$ cat config.mk
export PLATFORM = sky130hd
export DESIGN_NAME = cycle_counter_time_offset_top
export DESIGN_NICKNAME = d
export VERILOG_FILES = /design/src/hdl/cct_pkg.sv /design/src/hdl/cycle_counter_time_offset_top.sv /design/src/hdl/cct_div.sv
export SDC_FILE = /design/constraint.sdc
export NUM_CORES = 2
export LEC_CHECK = 0
export BUFFER_PORTS_ARGS = -buffer_cell sky130_fd_sc_hd__buf_2
export CAP_MARGIN = 10
export CORE_MARGIN = 4
export CORE_UTILIZATION = 60
export DETAILED_ROUTE_END_ITERATION = 8
export GPL_TIMING_DRIVEN = 0
export PLACE_DENSITY = 0.79
export RECOVER_POWER = 50
export REMOVE_ABC_BUFFERS = 1
export SLEW_MARGIN = 20
export SYNTH_ARGS = -nofsm -noshare
export SYNTH_HDL_FRONTEND = slang
export SYNTH_SLANG_ARGS = --single-unit
$ cat constraint.sdc
create_clock -name clk -period 11 [get_ports clk]
set_clock_uncertainty 0.05 [all_clocks]
set_input_delay 0.55 -clock clk [delete_from_list [all_inputs] [get_ports clk]]
set_output_delay 0.55 -clock clk [all_outputs]
set_load 0.01 [all_outputs]
$ cat src/hdl/cct_pkg.sv
// Shared types and constants for the cycle counter time offset block.
// No dependencies; used by cct_div, cycle_counter_time_offset_top and tb_top.
package cct_pkg;

  localparam int unsigned DIV_W     = 64;
  localparam int unsigned DIV_CNT_W = $clog2(DIV_W + 1);
  localparam int unsigned UPJ_W     = 20;
  localparam int unsigned WORD_W    = 32;

  localparam logic [UPJ_W-1:0] UPJ_RESET = 20'd10000;

  localparam logic KIND_TICK  = 1'b0;
  localparam logic KIND_QUERY = 1'b1;

  typedef struct packed {
    logic             start;
    logic [DIV_W-1:0] dividend;
    logic [DIV_W-1:0] divisor;
  } cct_div_req_t;

  typedef struct packed {
    logic             done;
    logic [DIV_W-1:0] quotient;
  } cct_div_rsp_t;

endpackage

$ cat src/hdl/cycle_counter_time_offset_top.sv
// Interpolates microseconds since the last timer tick from a 32-bit cycle
// counter. A tick item updates the stored counter state and leaves the input
// ready. A query item whose tick count is nonzero and differs from the last
// one seen recomputes the reciprocal with two 64-bit divisions on one shared
// divider, the second skipped when cycles per tick is zero. The input is not
// ready while a query is in progress. The result waits in an output register;
// the next item is taken while it is pending.
// Depends on cct_pkg and cct_div.
module cycle_counter_time_offset_top
  import cct_pkg::*;
(
  input  logic        clk,
  input  logic        rst_n,
  input  logic        cfg_wr_en,
  input  logic [19:0] cfg_wr_data,   // tick period in microseconds
  input  logic        in_tvalid,
  output logic        in_tready,
  input  logic [63:0] in_tdata,      // [31:0] counter_value, [63:32] jiffy_count
  input  logic        in_tuser,      // kind: 0 tick, 1 query
  output logic        out_tvalid,
  input  logic        out_tready,
  output logic [23:0] out_tdata      // [19:0] offset_usec, [23:20] zero
);

  typedef enum logic [2:0] {
    ST_IDLE, ST_DIV1, ST_DIV2, ST_MUL, ST_CLAMP, ST_OUT
  } state_t;

  state_t              state_r;
  logic [UPJ_W-1:0]    upj_r;
  logic [WORD_W-1:0]   cycles_high_r;
  logic [WORD_W-1:0]   cycles_low_r;
  logic [WORD_W-1:0]   last_tick_r;
  logic [WORD_W-1:0]   recip_r;
  logic [WORD_W-1:0]   sample_r;
  logic [2*WORD_W-1:0] prod_r;
  logic [UPJ_W-1:0]    res_r;
  logic [UPJ_W-1:0]    out_res_r;
  logic                out_valid_r;

  logic [WORD_W-1:0]   in_sample;
  logic [WORD_W-1:0]   in_ticks;
  logic                in_fire;
  logic                need_recip;
  logic [WORD_W-1:0]   high_bump;
  logic [WORD_W-1:0]   delta;
  logic [WORD_W-1:0]   prod_hi;
  logic                out_load;
  cct_div_req_t        div_req;
  cct_div_rsp_t        div_rsp;

  assign in_sample  = in_tdata[WORD_W-1:0];
  assign in_ticks   = in_tdata[2*WORD_W-1:WORD_W];
  assign in_tready  = (state_r == ST_IDLE);
  assign in_fire    = in_tvalid && in_tready;
  assign need_recip = (in_ticks != '0) && (in_ticks != last_tick_r);
  assign high_bump  = (in_sample < cycles_low_r) ? cycles_high_r + 1'b1 : cycles_high_r;
  assign delta      = sample_r - cycles_low_r;
  assign prod_hi    = prod_r[2*WORD_W-1:WORD_W];
  assign out_load   = (state_r == ST_OUT) && (!out_valid_r || out_tready);

  always_comb begin
    div_req.start    = 1'b0;
    div_req.dividend = {cycles_high_r, cycles_low_r};
    div_req.divisor  = {{WORD_W{1'b0}}, in_ticks};
    case (state_r)
      ST_IDLE: begin
        div_req.start = in_fire && (in_tuser == KIND_QUERY) && need_recip;
      end
      ST_DIV1: begin
        // second pass: (tick period << 32) / cycles per tick
        div_req.start    = div_rsp.done && (div_rsp.quotient != '0);
        div_req.dividend = {{(DIV_W-UPJ_W-WORD_W){1'b0}}, upj_r, {WORD_W{1'b0}}};
        div_req.divisor  = div_rsp.quotient;
      end
      default: begin
        div_req.start = 1'b0;
      end
    endcase
  end

  cct_div u_div (
    .clk   (clk),
    .rst_n (rst_n),
    .req   (div_req),
    .rsp   (div_rsp)
  );

  always_ff @(posedge clk) begin
    if (!rst_n) begin
      state_r       <= ST_IDLE;
      upj_r         <= UPJ_RESET;
      cycles_high_r <= '0;
      cycles_low_r  <= '0;
      last_tick_r   <= '0;
      recip_r       <= '0;
      out_valid_r   <= 1'b0;
    end else begin
      if (cfg_wr_en) begin
        upj_r <= cfg_wr_data;
      end
      if (out_load) begin
        out_valid_r <= 1'b1;
        out_res_r   <= res_r;
      end else if (out_valid_r && out_tready) begin
        out_valid_r <= 1'b0;
      end
      case (state_r)
        ST_IDLE: begin
          if (in_fire) begin
            if (in_tuser == KIND_TICK) begin
              if (in_ticks == '0) begin
                cycles_high_r <= '0;
                cycles_low_r  <= '0;
              end else begin
                cycles_high_r <= high_bump;
                cycles_low_r  <= in_sample;
              end
            end else begin
              sample_r <= in_sample;
              if (need_recip) begin
                last_tick_r <= in_ticks;
                state_r     <= ST_DIV1;
              end else begin
                state_r <= ST_MUL;
              end
            end
          end
        end
        ST_DIV1: begin
          if (div_rsp.done) begin
            if (div_rsp.quotient == '0) begin
              recip_r <= '1;
              state_r <= ST_MUL;
            end else begin
              state_r <= ST_DIV2;
            end
          end
        end
        ST_DIV2: begin
          if (div_rsp.done) begin
            recip_r <= div_rsp.quotient[WORD_W-1:0];
            state_r <= ST_MUL;
          end
        end
        ST_MUL: begin
          prod_r  <= delta * recip_r;
          state_r <= ST_CLAMP;
        end
        ST_CLAMP: begin
          if (upj_r == '0) begin
            res_r <= '0;
          end else if (prod_hi >= {{(WORD_W-UPJ_W){1'b0}}, upj_r}) begin
            res_r <= upj_r - 1'b1;
          end else begin
            res_r <= prod_hi[UPJ_W-1:0];
          end
          state_r <= ST_OUT;
        end
        ST_OUT: begin
          if (out_load) begin
            state_r <= ST_IDLE;
          end
        end
        default: begin
          state_r <= ST_IDLE;
        end
      endcase
    end
  end

  // out_res_r holds the pending item while the next query runs
  assign out_tvalid = out_valid_r;
  assign out_tdata  = {{(24-UPJ_W){1'b0}}, out_res_r};

endmodule

$ cat src/hdl/cct_div.sv
// Iterative restoring divider, one quotient bit per cycle.
// Depends on cct_pkg. Divisor is never zero when started.
module cct_div
  import cct_pkg::*;
(
  input  logic         clk,
  input  logic         rst_n,
  input  cct_div_req_t req,
  output cct_div_rsp_t rsp
);

  logic [DIV_W-1:0]     rem_r;
  logic [DIV_W-1:0]     quo_r;
  logic [DIV_W-1:0]     dvs_r;
  logic [DIV_CNT_W-1:0] cnt_r;
  logic                 busy_r;
  logic                 done_r;

  logic [DIV_W:0]       shifted;
  logic [DIV_W:0]       diff;
  logic                 take;

  // partial remainder shifted left with the next dividend bit
  assign shifted = {rem_r, quo_r[DIV_W-1]};
  assign diff    = shifted - {1'b0, dvs_r};
  assign take    = !diff[DIV_W];

  always_ff @(posedge clk) begin
    if (!rst_n) begin
      busy_r <= 1'b0;
      done_r <= 1'b0;
      cnt_r  <= '0;
    end else begin
      done_r <= 1'b0;
      if (req.start) begin
        busy_r <= 1'b1;
        cnt_r  <= DIV_CNT_W'(DIV_W);
        rem_r  <= '0;
        quo_r  <= req.dividend;
        dvs_r  <= req.divisor;
      end else if (busy_r) begin
        rem_r <= take ? diff[DIV_W-1:0] : shifted[DIV_W-1:0];
        quo_r <= {quo_r[DIV_W-2:0], take};
        cnt_r <= cnt_r - 1'b1;
        if (cnt_r == DIV_CNT_W'(1)) begin
          busy_r <= 1'b0;
          done_r <= 1'b1;
        end
      end
    end
  end

  assign rsp.done     = done_r;
  assign rsp.quotient = quo_r;

endmodule

Word level (Yosys, flattened, before mapping) --
Index checks and enable logic that the tools add are counted.
Word-level totals: memories 0, bits in registers 489, output and inout bits 26, RAM bits 0, latch bits 0, memory bits (read-only) 0, input port bits 90
Operators by class: eq/ne operators 13, $add $sub $neg 5, div/mod/pow operators 0, muxes and demuxes 30, $lt $le $gt $ge 2, bitwise operators 3, multiply operators 1, reductions and logical operators 33, shift-type cells 0
Operators by type and width (number):
- two-way mux 64 bit | 4
- two-way mux 32 bit | 6
- two-way mux 128 bit | 1
- subtractor 65 x 64 -> 65 bit | 1
- logical NOT 64 bit | 1
- multiplier 32 x 32 -> 64 bit | 1
- one-hot mux 32 bit (2 select lines) | 1
- nonzero test 64 bit | 1
- adder 32 x 1 -> 32 bit, second input constant | 1
- greater-or-equal comparator 32 x 20 -> 1 bit | 1
- logical NOT 32 bit | 1
- < comparator 32 bit | 1
- != test 32 bit | 1
- nonzero test 32 bit | 1
- subtractor 32 bit | 1
- logical NOT 20 bit | 1
- two-way mux 20 bit | 1
- subtractor 20 x 1 -> 20 bit, second input constant | 1
- one-hot mux 3 bit (6 select lines) | 1
- AND reduction 4 bit | 4
- two-way mux 3 bit | 5
- two-way mux 7 bit | 2
- AND reduction 2 bit | 5
- != test 2 x 1 -> 1 bit, second input constant | 4
- 19 further kinds | 40

Logic depth before layout (Yosys ltp) --
depth in word-level cells 7, gate-level depth with buffers 41, gate-level depth less buffers 38

Hierarchy --
From an unflattened synthesis, not the netlist that was laid out.
Second synthesis, totals: cell total of the unflattened synthesis 6285, area, all modules 59676.0 um^2
Modules (own cells, without submodules):
- cycle_counter_time_offset_top | area an instance 47591.9 um^2, times used 1, cells each 5195
- cct_div | area an instance 12084.1 um^2, times used 1, cells each 1090

Worst setup path before layout --
Ideal clock, no wire load.
kind flip-flop to flip-flop, start reg cycles_low_r[1], end reg prod_r[62], data pin, period minus slack after synthesis 9.749 ns, slack 1.251 ns, cell stages (with the launch flop) 36, path buffers 2, data arrival time 9.434 ns, cell sequence dfxtp_1 inv_1 ha_1 nor2b_1 o21a_1 o21a_1 o41a_1 o221a_2 a21o_1 a311oi_2 o21ai_1 buf_2 clkbuf_1 nand2_1 o211ai_1 fa_1 inv_1 fa_1 fa_1 fa_1 inv_1 fa_1 fa_1 fa_1 fa_1 ha_1 a21o_1 a21o_1 a21oi_1 nand2_1 o311ai_1 o31ai_2 a211o_1 a31oi_1 o21ai_0 xor2_1
Between the ends: longest elaborated chain between the ends 2
RTL lines:
- start: declaration | line cycle_counter_time_offset_top.sv:32 | logic [WORD_W-1:0] cycles_low_r;
- start signal: assignment | line cycle_counter_time_offset_top.sv:117 | cycles_low_r <= in_sample;
- subtractor 32 bit | line cycle_counter_time_offset_top.sv:58 | assign delta = sample_r - cycles_low_r;
- multiplier 32 x 32 -> 64 bit | line cycle_counter_time_offset_top.sv:147 | prod_r <= delta * recip_r;
- end signal: assignment | line cycle_counter_time_offset_top.sv:147
- end: declaration | line cycle_counter_time_offset_top.sv:36 | logic [2*WORD_W-1:0] prod_r;
No other way between the ends. A chain may end at the register's enable or synchronous reset.

Final worst setup path --
start reg cycles_low_r[14], end reg prod_r[49], data pin
Same word-level chain as after synthesis.

==> reports/metrics.csv <==
stage;metric;value;unit
outcome;status;complete, but fails checks;
outcome;failing_checks;capacitance limit, slew limit;
floorplanning;num_rows;116;
floorplanning;die_h;327.2;µm
power;total_leakage_power;30.38;nW
clock_tree;clkSinkCount;457;
placement;gp_congestion;0.9449;
timing;final-setup-viol-count;0;
setup_path;worst_ep_arrival_time;11.28;ns
clock_tree;post_cts_hold_buffer_count;0;
routing;detail_route.wirelength;182900;µm
timing;timing.final.max_slew_violations;150;
final_layout;area.growth.synth_to_final;9.719;%
power;irDropWorstVdd;0.0001179;V
placement;hpwlAfterDp;139500;µm
global_route;groute.usage.overall;0.3378;
timing;fin_tns_setup;0;ns
logic_synthesis;post_synth_edffs;296;
logic_synthesis;synth_top_flop_cell;edfxtp_1;
floorplanning;io_pins;116;
timing;timing.final.hold_violations;0;
logic_synthesis;library_cells_used_by_synthesis;84;
global_route;grt_first_pass_wirelength;284600;µm
routing;routedWlPerCell;22.94;µm
routing;drt-initial-drc-count;5296;
clock_tree;worstSkewPairLatency;0.63;ns
global_route;grt_start_max_net_pins;98;
setup_path;slowest_stage;o21ai_0;
setup_path;reg2reg_slack;0.05;ns
setup_path;path_class;register to register;
logic_synthesis;synthesis.yosys.warnings;0;
floorplanning;fp.dieArea;107100;µm²
setup_path;cell_repeated_most_along_the_worst_path;fa_1;
hold_path;hold_path_class;input port to register;
clock_tree;root_buffer;clkbuf_16;
placement;placed_area;65000;µm²
clock_tree;cts_max_level;2;
setup_path;start_kind;register;
logic_synthesis;seq_area_frac_synth;0.1981;
logic_synthesis;synth.largest_area_cell;fa_1;
final_layout;finalCoreUtilization;0.6669;
placement;port-buffer-count;111;
timing;clock.fmax;0.09132;GHz
floorplanning;floorplan.die.width;327.2;µm
clock_tree;tritoncts.num_buffers;49;
setup_path;end_kind;register;
flow_run;cap_viol_max_count;6;
global_route;grt_pass1_vias;51438;
power;fin_total_pwr;4.974;mW
final_layout;finalInstanceArea;67080;µm²
logic_synthesis;synthCells;6651;
timing;period_share;0.9955;
floorplanning;core_ar;100600;µm²
logic_synthesis;post_synth_instance_area;61140;µm²
final_layout;filler_cell_count;7466;
setup_path;required;11.33;ns
routing;drt_first_pass_iters;6;
setup_path;timing.critical_path.slowest_cell_delay;0.77;ns
power;pwr_density_cell;74.15;nW/µm²
routing;via_count;49839;
clock_tree;clk_pin_slew_worst_paths;0.07;ns
logic_synthesis;synthDominantCellAreaShare;0.2937;
logic_synthesis;yosys_register_bits;457;
clock_tree;tritoncts;built;
global_route;globalRouteOverflowTotal;0;
routing;post_drt_via_cell_ratio;6.253;
logic_synthesis;async_reset_ff_frac;0;
final_layout;layout.nets;7950;
timing;final_critical_path_required_period;10.95;ns
floorplanning;start_util;0.6078;
routing;post_drt_antenna_nets;0;
logic_synthesis;synth_area_leaders;fa_1 (29%), edfxtp_1 (15%), ha_1 (8.4%), inv_1 (6.2%), dfxtp_1 (5.3%);
routing;drcViolationCount;0;
final_layout;proportion_of_layout_cells_with_a_drive_suffix_above_1;0.07552;
timing;worstMarginPinSlew;2.160;ns
logic_synthesis;post_synth.cell_area_avg;9.192;µm²
setup_path;worst-path-max-fanout;16;
global_route;grt_antenna_before_repair;25;
clock_tree;max-clock-path-buffers;3;
timing;timing.max_slew.rel_slack;-0.4451;
placed cells by master (no fill, tap or decap), drive strengths merged, types with 82 or more instances in the layout:
| master | count |
|---|---|
| nor3 | 82 |
| a21oi | 307 |
| fa | 897 |
| inv | 1022 |
| edfxtp | 296 |
| xnor2 | 96 |
| o21ai | 131 |
| buf | 205 |
| a21o | 96 |
| and2 | 459 |
| nand3b | 100 |
| xor2 | 83 |
| nor2 | 264 |
| nand2 | 831 |
| mux2i | 98 |
| dfxtp | 161 |
| clkbuf | 137 |
| ha | 410 |
path summary, 6_finish.rpt:
kind,from,end,cells past startpoint
worst max-delay path,cycles_low_r[14]$_SDFFE_PN0P_,prod_r[49]$_DFFE_PP_,32
worst min-delay path,cfg_wr_data[13],upj_r[13]$_SDFFE_PN1P_,3
worst max register to register,cycles_low_r[14]$_SDFFE_PN0P_,prod_r[49]$_DFFE_PP_,32
worst min register to register,res_r[15]$_SDFFCE_PN0P_,out_res_r[15]$_DFFE_PP_,0
final cells by class:
cell class              instances  area (µm²)  area share
flip-flops and latches        457       12150      0.1812
multi-input cells            4757       44340      0.6611
repair buffers                275        3258     0.04857
clock buffers                  67        1459     0.02175
clock inverters                25       314.1    0.004682
well taps                    1357        1698     0.02531
inverters                    1013        3804     0.05670
diodes                         20       50.05   0.0007461
cells in the mapped netlist, types with 82 or more instances:
cell type	count
ha_1	410
xnor2_1	96
o21ai_0	126
and2_1	458
nor2_1	264
fa_1	897
dfxtp_1	161
clkbuf_1	392
edfxtp_1	296
mux2i_1	98
inv_1	1012
nand2_1	831
a21oi_1	307
xor2_1	83
nor3_1	82
nand3b_1	100
a21o_1	96
critical path: cells and delay by family (launching register included):
family | cells | cell delay, ns
fa+ha+maj | 10 | 4.66
compound gates | 9 | 2.39
flops | 1 | 0.37
simple gates | 8 | 2.55
buf+inv | 5 | 0.66
through the flow:
step / setup slack (ns) / hold WS, ns / std cells
floorplan: -3.350 / 0.3503 / 6225
global placement: -10.61 / 0.3545 / 7693
detailed placement: -1.242 / 0.3545 / 7826
CTS: -0.004524 / 0.06720 / 7927
global route: -0.07955 / 0.1231 / 7962
finish: 0.04944 / 0.1162 / 7971
routing by layer:
| metal | vias to the layer above | GRT usage | wire [µm] |
|---|---|---|---|
| met3 | 759 | 0.07843 | 21600 |
| met4 | 6 | 0.1895 | 12200 |
| met1 | 24392 | 0.4359 | 66560 |
| met2 | 3190 | 0.5285 | 82470 |
| li1 | 21492 | - | - |
| met5 | - | 0 | 34 |
flip-flops by register name, summed over array words and instances (netlist names):
signal,count
upj_r,20
cycles_high_r,32
u_div.done_r,1
out_tvalid,1
res_r,20
u_div.quo_r,64
u_div.rem_r,64
recip_r,32
cycles_low_r,32
out_res_r,20
state_r,3
sample_r,32
prod_r,32
u_div.dvs_r,64
last_tick_r,32
u_div.cnt_r,7
u_div.busy_r,1
power by group:
part / leakage, nW / internal, mW / total, mW / switching [mW]
Combinational: 25.4 / 0.416 / 1.19 / 0.774
Sequential: 4.07 / 1.91 / 1.97 / 0.0614
Clock: 0.880 / 1.04 / 1.81 / 0.767
kinds of logic after synthesis:
family          after synthesis  synth area share
simple gates               2220            0.1868
buf+inv                    1442           0.08917
fa+ha+maj                  1307            0.3776
compound gates              914            0.1005
flops                       457            0.1981
xor+xnor                    179           0.02564
mux                         131           0.02212
other cells                   1        0.00006134
timing repair:
action                                  4_1_cts  5_1_grt
gates cloned                                  0        2
resized for setup                            17       36
pin swaps                                     6       16
setup buffers                                 9       21
endpoints found under the setup margin       31       29
Note: power is estimated with default switching activity, not from simulation.
